## config.mk

```make
export PLATFORM = sky130hd
export DESIGN_NAME = relocate_move_top3_selector
export DESIGN_NICKNAME = d
export VERILOG_FILES = /design/src/design/rmt3s_pkg.sv /design/src/design/rmt3s_cost.sv /design/src/design/rmt3s_rank.sv /design/src/design/relocate_move_top3_selector.sv
export SDC_FILE = /design/constraint.sdc
export NUM_CORES = 1
export LEC_CHECK = 0
export BUFFER_PORTS_ARGS = -buffer_cell sky130_fd_sc_hd__buf_2
export CAP_MARGIN = 20
export CORE_ASPECT_RATIO = 0.7
export CORE_UTILIZATION = 40
export DETAILED_ROUTE_END_ITERATION = 16
export PLACE_DENSITY = 0.56
export SYNTH_ARGS = -nofsm -noshare
export SYNTH_HDL_FRONTEND = slang
export SYNTH_HIERARCHICAL = 1
export SYNTH_SLANG_ARGS = --single-unit
```

## constraint.sdc

```tcl
create_clock -name clk -period 17.3 [get_ports clk]
set_clock_uncertainty 0.2 [all_clocks]
set_input_delay 0.865 -clock clk [delete_from_list [all_inputs] [get_ports clk]]
set_output_delay 0.865 -clock clk [all_outputs]
set_load 0.02 [all_outputs]
```

## src/design/rmt3s_pkg.sv

```systemverilog
// ----------------------------------------------------------------------------
// Relocate move top-3 selector package
// Widths, constants and types shared by the cost and ranking stages.
// ----------------------------------------------------------------------------
`default_nettype none

package rmt3s_pkg;

  localparam int MAX_POSITIONS = 1024;
  localparam int RANKS         = 3;
  localparam int POS_W         = 10;
  localparam int COST_W        = 32;

  localparam logic [13:0]              PENALTY_WEIGHT = 14'd10000;
  localparam logic signed [COST_W-1:0] COST_UNFILLED  = 32'sh7FFF_FFFF;

  typedef struct packed {
    logic signed [COST_W-1:0] cost;
    logic [POS_W-1:0]         position;
    logic                     last;
  } cost_item_t;

  typedef struct packed {
    logic signed [COST_W-1:0] cost;
    logic [POS_W-1:0]         position;
  } rank_entry_t;

  localparam rank_entry_t RANK_CLEAR = '{cost: COST_UNFILLED, position: '0};

endpackage

`default_nettype wire

```

## src/design/rmt3s_cost.sv

```systemverilog
// ----------------------------------------------------------------------------
// Relocate move cost stage
// Registers one candidate and computes its move cost with load penalties.
// ----------------------------------------------------------------------------
`default_nettype none

module rmt3s_cost import rmt3s_pkg::*; (
  input  logic              clk,
  input  logic              rst,
  input  logic [15:0]       capacity,
  input  logic              in_valid,
  output logic              in_ready,
  input  logic [15:0]       cost_from_edge_start,
  input  logic [15:0]       cost_to_edge_end,
  input  logic signed [17:0] removal_saving,
  input  logic [15:0]       target_route_load,
  input  logic [15:0]       origin_route_load,
  input  logic [15:0]       client_demand,
  input  logic              same_route,
  input  logic [POS_W-1:0]  position_index,
  input  logic              last_of_client,
  output logic              cost_valid,
  input  logic              cost_ready,
  output cost_item_t        cost_item
);

  typedef struct packed {
    logic [15:0]        from_start;
    logic [15:0]        to_end;
    logic signed [17:0] saving;
    logic [15:0]        target;
    logic [15:0]        origin;
    logic [15:0]        demand;
    logic               same;
    logic [POS_W-1:0]   position;
    logic               last;
  } raw_item_t;

  raw_item_t  cand;
  logic       cand_valid;
  logic       cand_move;
  cost_item_t cost_item_next;

  logic [16:0] tgt_sum;
  logic [16:0] tgt_excess;
  logic        tgt_over;
  logic [30:0] tgt_pen;
  logic [15:0] remaining;
  logic        org_over;
  logic [15:0] org_excess;
  logic [29:0] org_pen;
  logic [30:0] tgt_pen_kept;
  logic [31:0] cost_sum;

  assign cand_move = cand_valid && (!cost_valid || cost_ready);
  assign in_ready  = !cand_valid || cand_move;

  always_comb begin
    tgt_sum    = {1'b0, cand.target} + {1'b0, cand.demand};
    tgt_over   = tgt_sum > {1'b0, capacity};
    tgt_excess = tgt_sum - {1'b0, capacity};
    tgt_pen    = {14'b0, tgt_excess} * {17'b0, PENALTY_WEIGHT};
    // A route on which the client already sits carries no target overflow.
    tgt_pen_kept = (tgt_over && !cand.same) ? tgt_pen : '0;

    // The remaining origin load is negative when demand exceeds the load;
    // such a value never exceeds the capacity.
    remaining  = cand.origin - cand.demand;
    org_over   = (cand.origin >= cand.demand) && (remaining > capacity);
    org_excess = remaining - capacity;
    org_pen    = org_over ? ({14'b0, org_excess} * {16'b0, PENALTY_WEIGHT}) : '0;

    cost_sum = {16'b0, cand.from_start} + {16'b0, cand.to_end}
             - {{14{cand.saving[17]}}, cand.saving}
             + {1'b0, tgt_pen_kept} + {2'b0, org_pen};

    cost_item_next.cost     = cost_sum;
    cost_item_next.position = cand.position;
    cost_item_next.last     = cand.last;
  end

  always_ff @(posedge clk) begin
    if (rst) begin
      cand_valid <= 1'b0;
      cost_valid <= 1'b0;
    end else begin
      if (in_ready) begin
        cand_valid <= in_valid;
      end
      if (!cost_valid || cost_ready) begin
        cost_valid <= cand_valid;
      end
    end
  end

  always_ff @(posedge clk) begin
    if (in_valid && in_ready) begin
      cand.from_start <= cost_from_edge_start;
      cand.to_end     <= cost_to_edge_end;
      cand.saving     <= removal_saving;
      cand.target     <= target_route_load;
      cand.origin     <= origin_route_load;
      cand.demand     <= client_demand;
      cand.same       <= same_route;
      cand.position   <= position_index;
      cand.last       <= last_of_client;
    end
    if (cand_move) begin
      cost_item <= cost_item_next;
    end
  end

endmodule

`default_nettype wire

```

## src/design/rmt3s_rank.sv

```systemverilog
// ----------------------------------------------------------------------------
// Relocate move ranking stage
// Keeps the three lowest costs of a client and emits them on its last item.
// ----------------------------------------------------------------------------
`default_nettype none

module rmt3s_rank import rmt3s_pkg::*; (
  input  logic                     clk,
  input  logic                     rst,
  input  logic                     cost_valid,
  output logic                     cost_ready,
  input  cost_item_t               cost_item,
  output logic                     out_valid,
  input  logic                     out_ready,
  output logic [POS_W-1:0]         best_position,
  output logic signed [COST_W-1:0] best_cost,
  output logic [POS_W-1:0]         second_position,
  output logic signed [COST_W-1:0] second_cost,
  output logic [POS_W-1:0]         third_position,
  output logic signed [COST_W-1:0] third_cost
);

  rank_entry_t ranks [RANKS];
  rank_entry_t ranked [RANKS];
  rank_entry_t out_rank [RANKS];
  rank_entry_t fresh;
  logic        take;
  logic        in_range;

  // Only a last item needs the output register free.
  assign cost_ready = !cost_item.last || !out_valid || out_ready;
  assign take       = cost_valid && cost_ready;
  assign in_range   = 32'(cost_item.position) < MAX_POSITIONS;

  always_comb begin
    fresh.cost     = cost_item.cost;
    fresh.position = cost_item.position;
    for (int i = 0; i < RANKS; i++) begin
      ranked[i] = ranks[i];
    end
    // Strict compares so that an earlier item keeps its place on a tie.
    if (in_range) begin
      priority if (cost_item.cost < ranks[0].cost) begin
        ranked[2] = ranks[1];
        ranked[1] = ranks[0];
        ranked[0] = fresh;
      end else if (cost_item.cost < ranks[1].cost) begin
        ranked[2] = ranks[1];
        ranked[1] = fresh;
      end else if (cost_item.cost < ranks[2].cost) begin
        ranked[2] = fresh;
      end else begin
        // A cost at or above all three ranks leaves them as they are.
        ranked[2] = ranks[2];
      end
    end
  end

  always_ff @(posedge clk) begin
    if (rst) begin
      out_valid <= 1'b0;
      for (int i = 0; i < RANKS; i++) begin
        ranks[i] <= RANK_CLEAR;
      end
    end else begin
      if (take && cost_item.last) begin
        out_valid <= 1'b1;
      end else if (out_valid && out_ready) begin
        out_valid <= 1'b0;
      end
      if (take) begin
        if (cost_item.last) begin
          for (int i = 0; i < RANKS; i++) begin
            ranks[i] <= RANK_CLEAR;
          end
        end else begin
          for (int i = 0; i < RANKS; i++) begin
            ranks[i] <= ranked[i];
          end
        end
      end
    end
  end

  always_ff @(posedge clk) begin
    if (take && cost_item.last) begin
      for (int i = 0; i < RANKS; i++) begin
        out_rank[i] <= ranked[i];
      end
    end
  end

  assign best_position   = out_rank[0].position;
  assign best_cost       = out_rank[0].cost;
  assign second_position = out_rank[1].position;
  assign second_cost     = out_rank[1].cost;
  assign third_position  = out_rank[2].position;
  assign third_cost      = out_rank[2].cost;

endmodule

`default_nettype wire

```

## src/design/relocate_move_top3_selector.sv

```systemverilog
// ----------------------------------------------------------------------------
// Relocate move top-3 selector
// Scores relocate candidates and reports the three cheapest per client.
// ----------------------------------------------------------------------------
// The block takes one candidate per clock and presents a result after the client's
// last candidate is accepted: the candidate is registered, its cost is computed
// into a second register, and the ranking unit inserts it into the three kept
// ranks and loads the output register on a last item. The compare and insert
// loop of the ranking unit is combinational and sets the rate of one candidate
// per cycle; input is held back only while a last candidate waits on a result
// that has not been taken. The capacity register is written through the cfg
// channel, which is always ready, and is read by the cost stage.
// ----------------------------------------------------------------------------
`default_nettype none

module relocate_move_top3_selector import rmt3s_pkg::*; (
  input  logic                     clk,
  input  logic                     rst,
  input  logic                     cfg_valid,
  output logic                     cfg_ready,
  input  logic [15:0]              cfg_data,
  input  logic                     in_valid,
  output logic                     in_ready,
  input  logic [15:0]              cost_from_edge_start,
  input  logic [15:0]              cost_to_edge_end,
  input  logic signed [17:0]       removal_saving,
  input  logic [15:0]              target_route_load,
  input  logic [15:0]              origin_route_load,
  input  logic [15:0]              client_demand,
  input  logic                     same_route,
  input  logic [POS_W-1:0]         position_index,
  input  logic                     last_of_client,
  output logic                     out_valid,
  input  logic                     out_ready,
  output logic [POS_W-1:0]         best_position,
  output logic signed [COST_W-1:0] best_cost,
  output logic [POS_W-1:0]         second_position,
  output logic signed [COST_W-1:0] second_cost,
  output logic [POS_W-1:0]         third_position,
  output logic signed [COST_W-1:0] third_cost
);

  logic [15:0] vehicle_capacity;
  logic        cost_valid;
  logic        cost_ready;
  cost_item_t  cost_item;

  assign cfg_ready = 1'b1;

  always_ff @(posedge clk) begin
    if (rst) begin
      vehicle_capacity <= '0;
    end else if (cfg_valid && cfg_ready) begin
      vehicle_capacity <= cfg_data;
    end
  end

  rmt3s_cost u_cost (
    .clk                  (clk),
    .rst                  (rst),
    .capacity             (vehicle_capacity),
    .in_valid             (in_valid),
    .in_ready             (in_ready),
    .cost_from_edge_start (cost_from_edge_start),
    .cost_to_edge_end     (cost_to_edge_end),
    .removal_saving       (removal_saving),
    .target_route_load    (target_route_load),
    .origin_route_load    (origin_route_load),
    .client_demand        (client_demand),
    .same_route           (same_route),
    .position_index       (position_index),
    .last_of_client       (last_of_client),
    .cost_valid           (cost_valid),
    .cost_ready           (cost_ready),
    .cost_item            (cost_item)
  );

  rmt3s_rank u_rank (
    .clk             (clk),
    .rst             (rst),
    .cost_valid      (cost_valid),
    .cost_ready      (cost_ready),
    .cost_item       (cost_item),
    .out_valid       (out_valid),
    .out_ready       (out_ready),
    .best_position   (best_position),
    .best_cost       (best_cost),
    .second_position (second_position),
    .second_cost     (second_cost),
    .third_position  (third_position),
    .third_cost      (third_cost)
  );

endmodule

`default_nettype wire

```

==> results summary, run 1 <==
The flow ran to the end, and the final reports show no timing, DRC or antenna violations. The internal reg-to-reg setup slack came out at roughly 6.7 ns. The most used flip-flop cell after synthesis is edfxtp_1. The dominant cell type by area after synthesis is edfxtp_1. The count of distinct cell types in the synthesized netlist came out at just over 90. The delay of the slowest critical-path stage is around 0.58 ns. The post-synth net total is about 3600.

The cell sitting at the root of the clock tree is a clkbuf_16. The overall die height is about 240 µm. After the first detailed-routing iteration, the DRC count stood at ~1800.

The number of buffers and inverters on the critical path is 4. Pin placement for this block handled 260 I/O pins. Dividing the final minimum period by the clock period gives around three fifths. In this run the critical register-to-register path is launched from u_cost/cand[12]. The maximum fanout encountered on the critical timing path is 7. In this run the remaining antenna-violating nets after routing total 0. For the worst-skew pair, the clock arrives at the later sink with an insertion delay of approximately 0.60 ns.

The transition time at the pin with the least slew margin is approximately 1.1 ns. The number of antenna violations at the first check in global routing is 2. The via count of the first global-routing pass came out at around 22000.

The top-area cell type share of the netlist area is 39.20%. The signed area change from the synthesized netlist to the final layout came out at 12.32%. After clock tree synthesis, the clock-pin slew on the worst setup and hold paths is about 0.060 ns. Summed over all layers, the routed wires come to approximately 80000 µm. Among cell families on the critical path, the largest total delay comes from adder cells. The global-route wire length before repair came out at roughly 130000 µm. The per-cell routed wire length came out at roughly 19 µm. The overall die area came out at between 0.07 and 0.08 mm².

The relative max-transition margin came out at about 30%. The count of filler cells inserted in the layout is between 7000 and 8000. Across all layers, the routed design uses roughly 23000 vias. The number of rows in the core area came out at 85. Subtracting the final worst setup slack from the clock period gives 10.63 ns. The startpoint-to-endpoint class of the critical path is flop to flop. The number of synthesized register bits is approximately 420. The number of H-tree levels is 2. The sequential-to-total area share from yosys stat came out at between 40% and 50%.

The number of buffers inserted during clock tree synthesis came out at 45. The antenna diode count came out at 0. The CTS sink count is roughly 420.

By instance count, the cell type seen most on the critical path is ha_1. In the post-synthesis netlist, the biggest area contributors are edfxtp_1 (39%), ha_1 (15%), fa_1 (6.3%). Measured along the x axis, the die boundary spans roughly 330 µm. The max-cap violation count came out at 0.

STA classifies the critical path startpoint as a flop. Setup violations remaining at the end of the flow were counted as 0. The number of gates resized after CTS was 0. After layout, the worst setup slack is ~6.7 ns.

The final hold violation count came out at 0. The path with the worst hold slack has its endpoint at u_cost/cost_item[2]. The cell count after synthesis is roughly 3000. The commonest cells after synthesis are edfxtp_1 (405), inv_1 (399), ha_1 (367).

The share of flip-flops with an asynchronous set or reset after synthesis is 0%. Setup repair after global routing left no endpoint under its margin. The ratio of cells with drive above 1 in the final layout came out at a little under an eighth. The all-layer global routing usage came out at approximately 20%. The number of pins with negative max-slew slack in the final report is 0. The count of buffers from port buffering came out at 258. The summed instance area of the synthesized netlist is 0.03103 mm².

In the routed design, unresolved DRC markers number 0. In the post-synthesis netlist, the cell with the most instances is edfxtp_1. The remaining global-route overflow is 0. The core region area is 0.07679 mm². The number of enable flip-flop cells after synthesis came out at between 400 and 500. The critical path required time is 17.44 ns. Detailed placement finished with a half-perimeter wire length of about 62000 µm.

TritonCTS built the clock tree. The hold buffer count at CTS is 0. The warning count from the yosys run came out at 6. Once the clock tree was built, the setup fixing pass inserted 0 buffers. The final setup TNS came out at 0 ns. The average instance area after synthesis came out at 10.31 µm². The detailed-router iteration count before antenna repair is 8.

Data on the critical path arrives at its endpoint at roughly 11 ns. At the end of the flow, the number of nets in the layout was 3833. The area taken by flip-flops and latches came out at ~0.013 mm².

The maximum number of pins on one net before global-route repair is 84. The congestion estimate from routability-driven global placement came to approximately 0.87. The startpoint of the most critical hold path is u_cost/cand[2]. The number of vias per cell came out at roughly 5.3. The endpoint kind of the worst setup timing path is a flop. The min-delay analysis places its worst path in the category flop to flop. For this run, the top clock speed supported by timing is around 94 MHz.

The worst hold slack is approximately 0.22 ns. Measured in cells, the most critical reg-to-reg path has a length of 40. The cell at the slowest stage of the critical path is xor2_1. The post-placement setup slack came out at 6.778 ns. The worst register-to-register path ends at u_cost/cost_item[42].

The footprint of the multi-input gates is 0.01660 mm². The depth of the worst hold-timing path came out at 0. For this configuration, the core starts out at a cell density of about 40%. The buffer depth of the longest clock path is 3.
[cells in the final DEF (no fill, tap or decap), drive strengths merged, types with 14 or more instances in the layout]
master	synthesis	layout
nand3b	14	14
nand2b	62	62
buf	39	272
mux2i	73	73
xor2	41	41
nor2b	27	27
nand4	21	21
clkinv	0	17
nor3b	18	18
a211oi	28	28
ha	367	367
nand3	46	46
a21o	59	59
a21oi	201	201
edfxtp	405	405
o21ai	160	160
clkbuf	53	49
o21a	24	24
fa	98	98
nor3	61	61
and2	16	16
xnor2	98	98
nand2	276	276
o21bai	17	17
o311ai	31	31
o31ai	45	45
dfxtp	19	19
inv	399	402
o211ai	47	47
nor2	127	127
[cell families (layout without fill, tap and decap cells)]
kind of cell	after synthesis	count (layout)	share of synthesized area [%]
and+or+nand+nor	722	722	11.19
AOI/OAI and AO/OA	692	692	14.51
buffers and inverters	491	751	6.255
adders and majority gates	466	466	21.16
DFF	424	424	40.42
xor gates and xnor gates	140	140	4.057
muxes	74	74	2.391
other	1	1	0.01209
[cell type report]
class / instances / share of cell area [%]
Clock buffer: 49 / 3.274
Clock inverter: 31 / 1.038
Inverter: 399 / 4.298
Multi-Input combinational cell: 2095 / 47.64
Sequential cell: 424 / 35.99
Tap cell: 1044 / 3.748
Timing Repair Buffer: 272 / 4.007
[state kept, by name, summed over array words and instances, names as in the netlist]
signal,flops
u_rank/ranks,126
u_cost/cost_valid,1
u_rank/out_rank,126
u_cost/cand,110
u_rank/out_valid,1
vehicle_capacity,16
u_cost/cand_valid,1
u_cost/cost_item,43
[per-stage QoR]
| step | cell area [µm²] | utilization, % | cells |
|---|---|---|---|
| after detailed placement | 33350 | 43.43 | 4234 |
| after global placement | 33350 | 43.43 | 4234 |
| after floorplan | 31030 | - | 3010 |
| after global routing | 34850 | 45.38 | 4314 |
| after CTS | 34850 | 45.38 | 4314 |
| final | 34850 | 45.38 | 4314 |
[per-layer routing]
metal / up-vias / GRT usage [%] / routed length, µm
met5: - / 0 / 0
met4: 0 / 4.345 / 1333
met1: 10930 / 31.91 / 41170
met3: 72 / 3.087 / 4717
li1: 11220 / - / -
met2: 644 / 29.54 / 33260
[worst max path at each step]
stage | from | endpoint | slack (ns) | cells after the start
global placement | u_cost/cand[12] | u_cost/cost_item[42] | 7.01 | 40
CTS | u_cost/cand[12] | u_cost/cost_item[42] | 6.76 | 40
floorplan | u_cost/cand[13] | u_cost/cost_item[42] | 7.82 | 41
finish | u_cost/cand[12] | u_cost/cost_item[42] | 6.67 | 40
detailed placement | u_cost/cand[13] | u_cost/cost_item[42] | 6.78 | 41
global route | u_cost/cand[12] | u_cost/cost_item[42] | 5.92 | 40
Power of run 1 is left out: the tool's default activity adds up to more than one toggle a clock period on the data nets, which glitch-free logic cannot reach.
==> run 2: changes to the inputs <==
clock period = 9.95 ns   (was 17.3 ns; I/O delays follow)
==> results summary, run 2 (same netlist as run 1, synthesis figures left out) <==
Entering global routing, the biggest net connects slightly above 80 pins. The remaining global-route overflow is 0. The signed area change from the synthesized netlist to the final layout came out at 20.16%. The overall die area is a little under 0.08 mm². The count of final setup violators is 0.

The global-route wire length before repair is ~130000 µm. The number of rows in the core area is 85. The overall die height came out at 235.0 µm.

The startpoint-to-endpoint class of the critical path is flop to flop. The relative max-transition margin is between 20 and 30%. The library cells used most frequently in the layout, excluding fill and tap cells, are edfxtp_1 (405), inv_1 (397), ha_1 (350).

In the final layout, the registers with the most flip-flops are u_rank/out_rank x126, u_rank/ranks x126, u_cost/cand x110. In this run the worst path has a maximum fanout of 4. The worst setup path is captured at a flop. The detailed-router iteration count before antenna repair came out at 5.

The net count reported at finish came out at between 4000 and 5000. The startpoint type of the worst setup path is a flop. Once the floorplan was initialized, standard cells occupied 40.41% of the core.

Summing all multi-input logic gate instances after layout gives about 0.017 mm². After the first detailed-routing iteration, the DRC count stood at between 1000 and 1500. The HPWL after detailed placement is ~64000 µm. Setup repair after global routing could not meet its margin everywhere. The cell at the slowest stage of the critical path is fa_1. The global placement routability congestion is approximately 0.89. The die outline width came out at 334.9 µm. After detailed routing, the number of remaining DRC violations is 0. The most numerous cell type found on the critical path is ha_1. The number of antenna violations at the first check in global routing is 3.

In this run the clock root is driven by a clkbuf_16. The layout has slightly above 7000 filler cells. The ratio of cells with drive above 1 in the final layout is between 10% and 20%. During placement, the flow inserted port buffers numbering 258. The via count of the first global-routing pass came out at approximately 24000.

The final setup TNS came out at 0 ns. The number of H-tree levels came out at 2. The routed wire length came out at approximately 84000 µm. The final hold violation count is 0.

The run finished with clean final reports. The library cell used most frequently in the layout, excluding fill and tap cells, is edfxtp_1. TritonCTS built the clock tree. The CTS sink count came out at approximately 420.

In the global route stage, overall resource usage came out at a little over a fifth. The remaining antenna violation count after routing came out at 0. The number of vias in the routed layout came out at between 20000 and 25000. The area taken by flip-flops and latches came out at about 0.013 mm². The transition time at the pin with the least slew margin came out at around 1.1 ns. The per-cell routed wire length came out at approximately 18 µm. The core region is 0.07679 mm². Max-cap violations in this run came to 0.

The worst hold path belongs to the class input port to flop. The period utilization is just under 100%. The clock transition at the registers of the reported paths came out at roughly 0.060 ns. The later pin in the worst-skew pair is clocked with a latency of roughly 0.6 ns. In this design, the stage delay of the slowest critical-path cell is between 0.5 and 0.6 ns. The core utilization of the finished layout came out at between 40 and 50%.

The maximum clock rate is a little over 100 MHz. The critical path required time is a little over 10 ns. The data arrival time of the critical path came out at 9.82 ns.

The buffer depth of the longest clock path came out at 3. The number of vias per cell came out at between 5 and 6. The boundary pin count is between 200 and 300. The number of buffers inserted during clock tree synthesis came out at 44. The clock period could shrink to about 9.7 ns. The number of pins with negative max-slew slack in the final report is 0.
-- run 2: changes by cell type in the layout (fill, tap and decap cells not counted), sizes merged --
cell,before,now
bufinv,7,3
clkbuf,49,54
inv,402,401
diode,0,1
buf,272,380
dlygate4sd3,0,128
clkinvlp,4,3
clkinv,17,18
-- run 2: metrics by stage --
stage | setup WS [ns] | cells | hold WS [ns] | cell area, µm²
2_1_floorplan | 0.4700 | 3010 | 0.2003 | 31030
3_5_place_dp | -0.09712 | 4324 | 0.2065 | 34020
3_3_place_gp | -0.03058 | 4324 | 0.2105 | 34020
5_1_grt | -0.1941 | 4550 | 0.1916 | 37280
4_1_cts | 0.005042 | 4532 | 0.1684 | 36770
6_report | 0.2463 | 4551 | 0.1926 | 37280
-- run 2: cell type report --
type | instances | share of cell area (%)
flip-flops and latches | 424 | 33.64
diodes | 1 | 0.006713
repair buffers | 508 | 9.377
inverters | 399 | 4.017
clock buffers | 54 | 3.168
clock inverters | 26 | 0.5907
multi-input cells | 2095 | 45.69
well taps | 1044 | 3.504
-- run 2: final timing paths --
kind | from | end | slack [ns] | depth (start not counted)
setup / recovery | u_cost/cand[18] | u_cost/cost_item[42] | 0.25 | 38
hold / removal | rst | u_rank/out_valid | 0.19 | 2
setup reg to reg | u_cost/cand[18] | u_cost/cost_item[42] | 0.25 | 38
hold reg to reg | u_cost/cand[7] | u_cost/cost_item[7] | 0.22 | 0
-- run 2: critical path: cells and delay by family, from the launching register on --
family                   cells  cell delay [ns]
AND/OR/NAND/NOR              6             0.82
AO/OA/AOI/OAI               12             2.99
flip-flops                   1             0.40
buffers and inverters        6             0.46
XOR/XNOR                     4             0.66
adder cells (fa/ha/maj)     10             3.87
-- run 2: what timing repair did --
item | 4_1_cts | 5_1_grt
resized for setup | 14 | 86
hold buffers | 128 | 0
endpoints found under the hold margin | 128 | 0
endpoints found under the setup margin | 1 | 9
pin swaps | 3 | 31
setup buffers | 0 | 17
-- run 2: per-layer routing --
layer	global-route usage [%]	share of wire (%)	vias to the layer above
met1	31.59	49	11530
li1	-	-	11680
met3	4.184	7.0	92
met5	0	0.032	-
met2	31.56	42	624
met4	4.954	2.0	4
Power of run 2 is left out for the same reason.
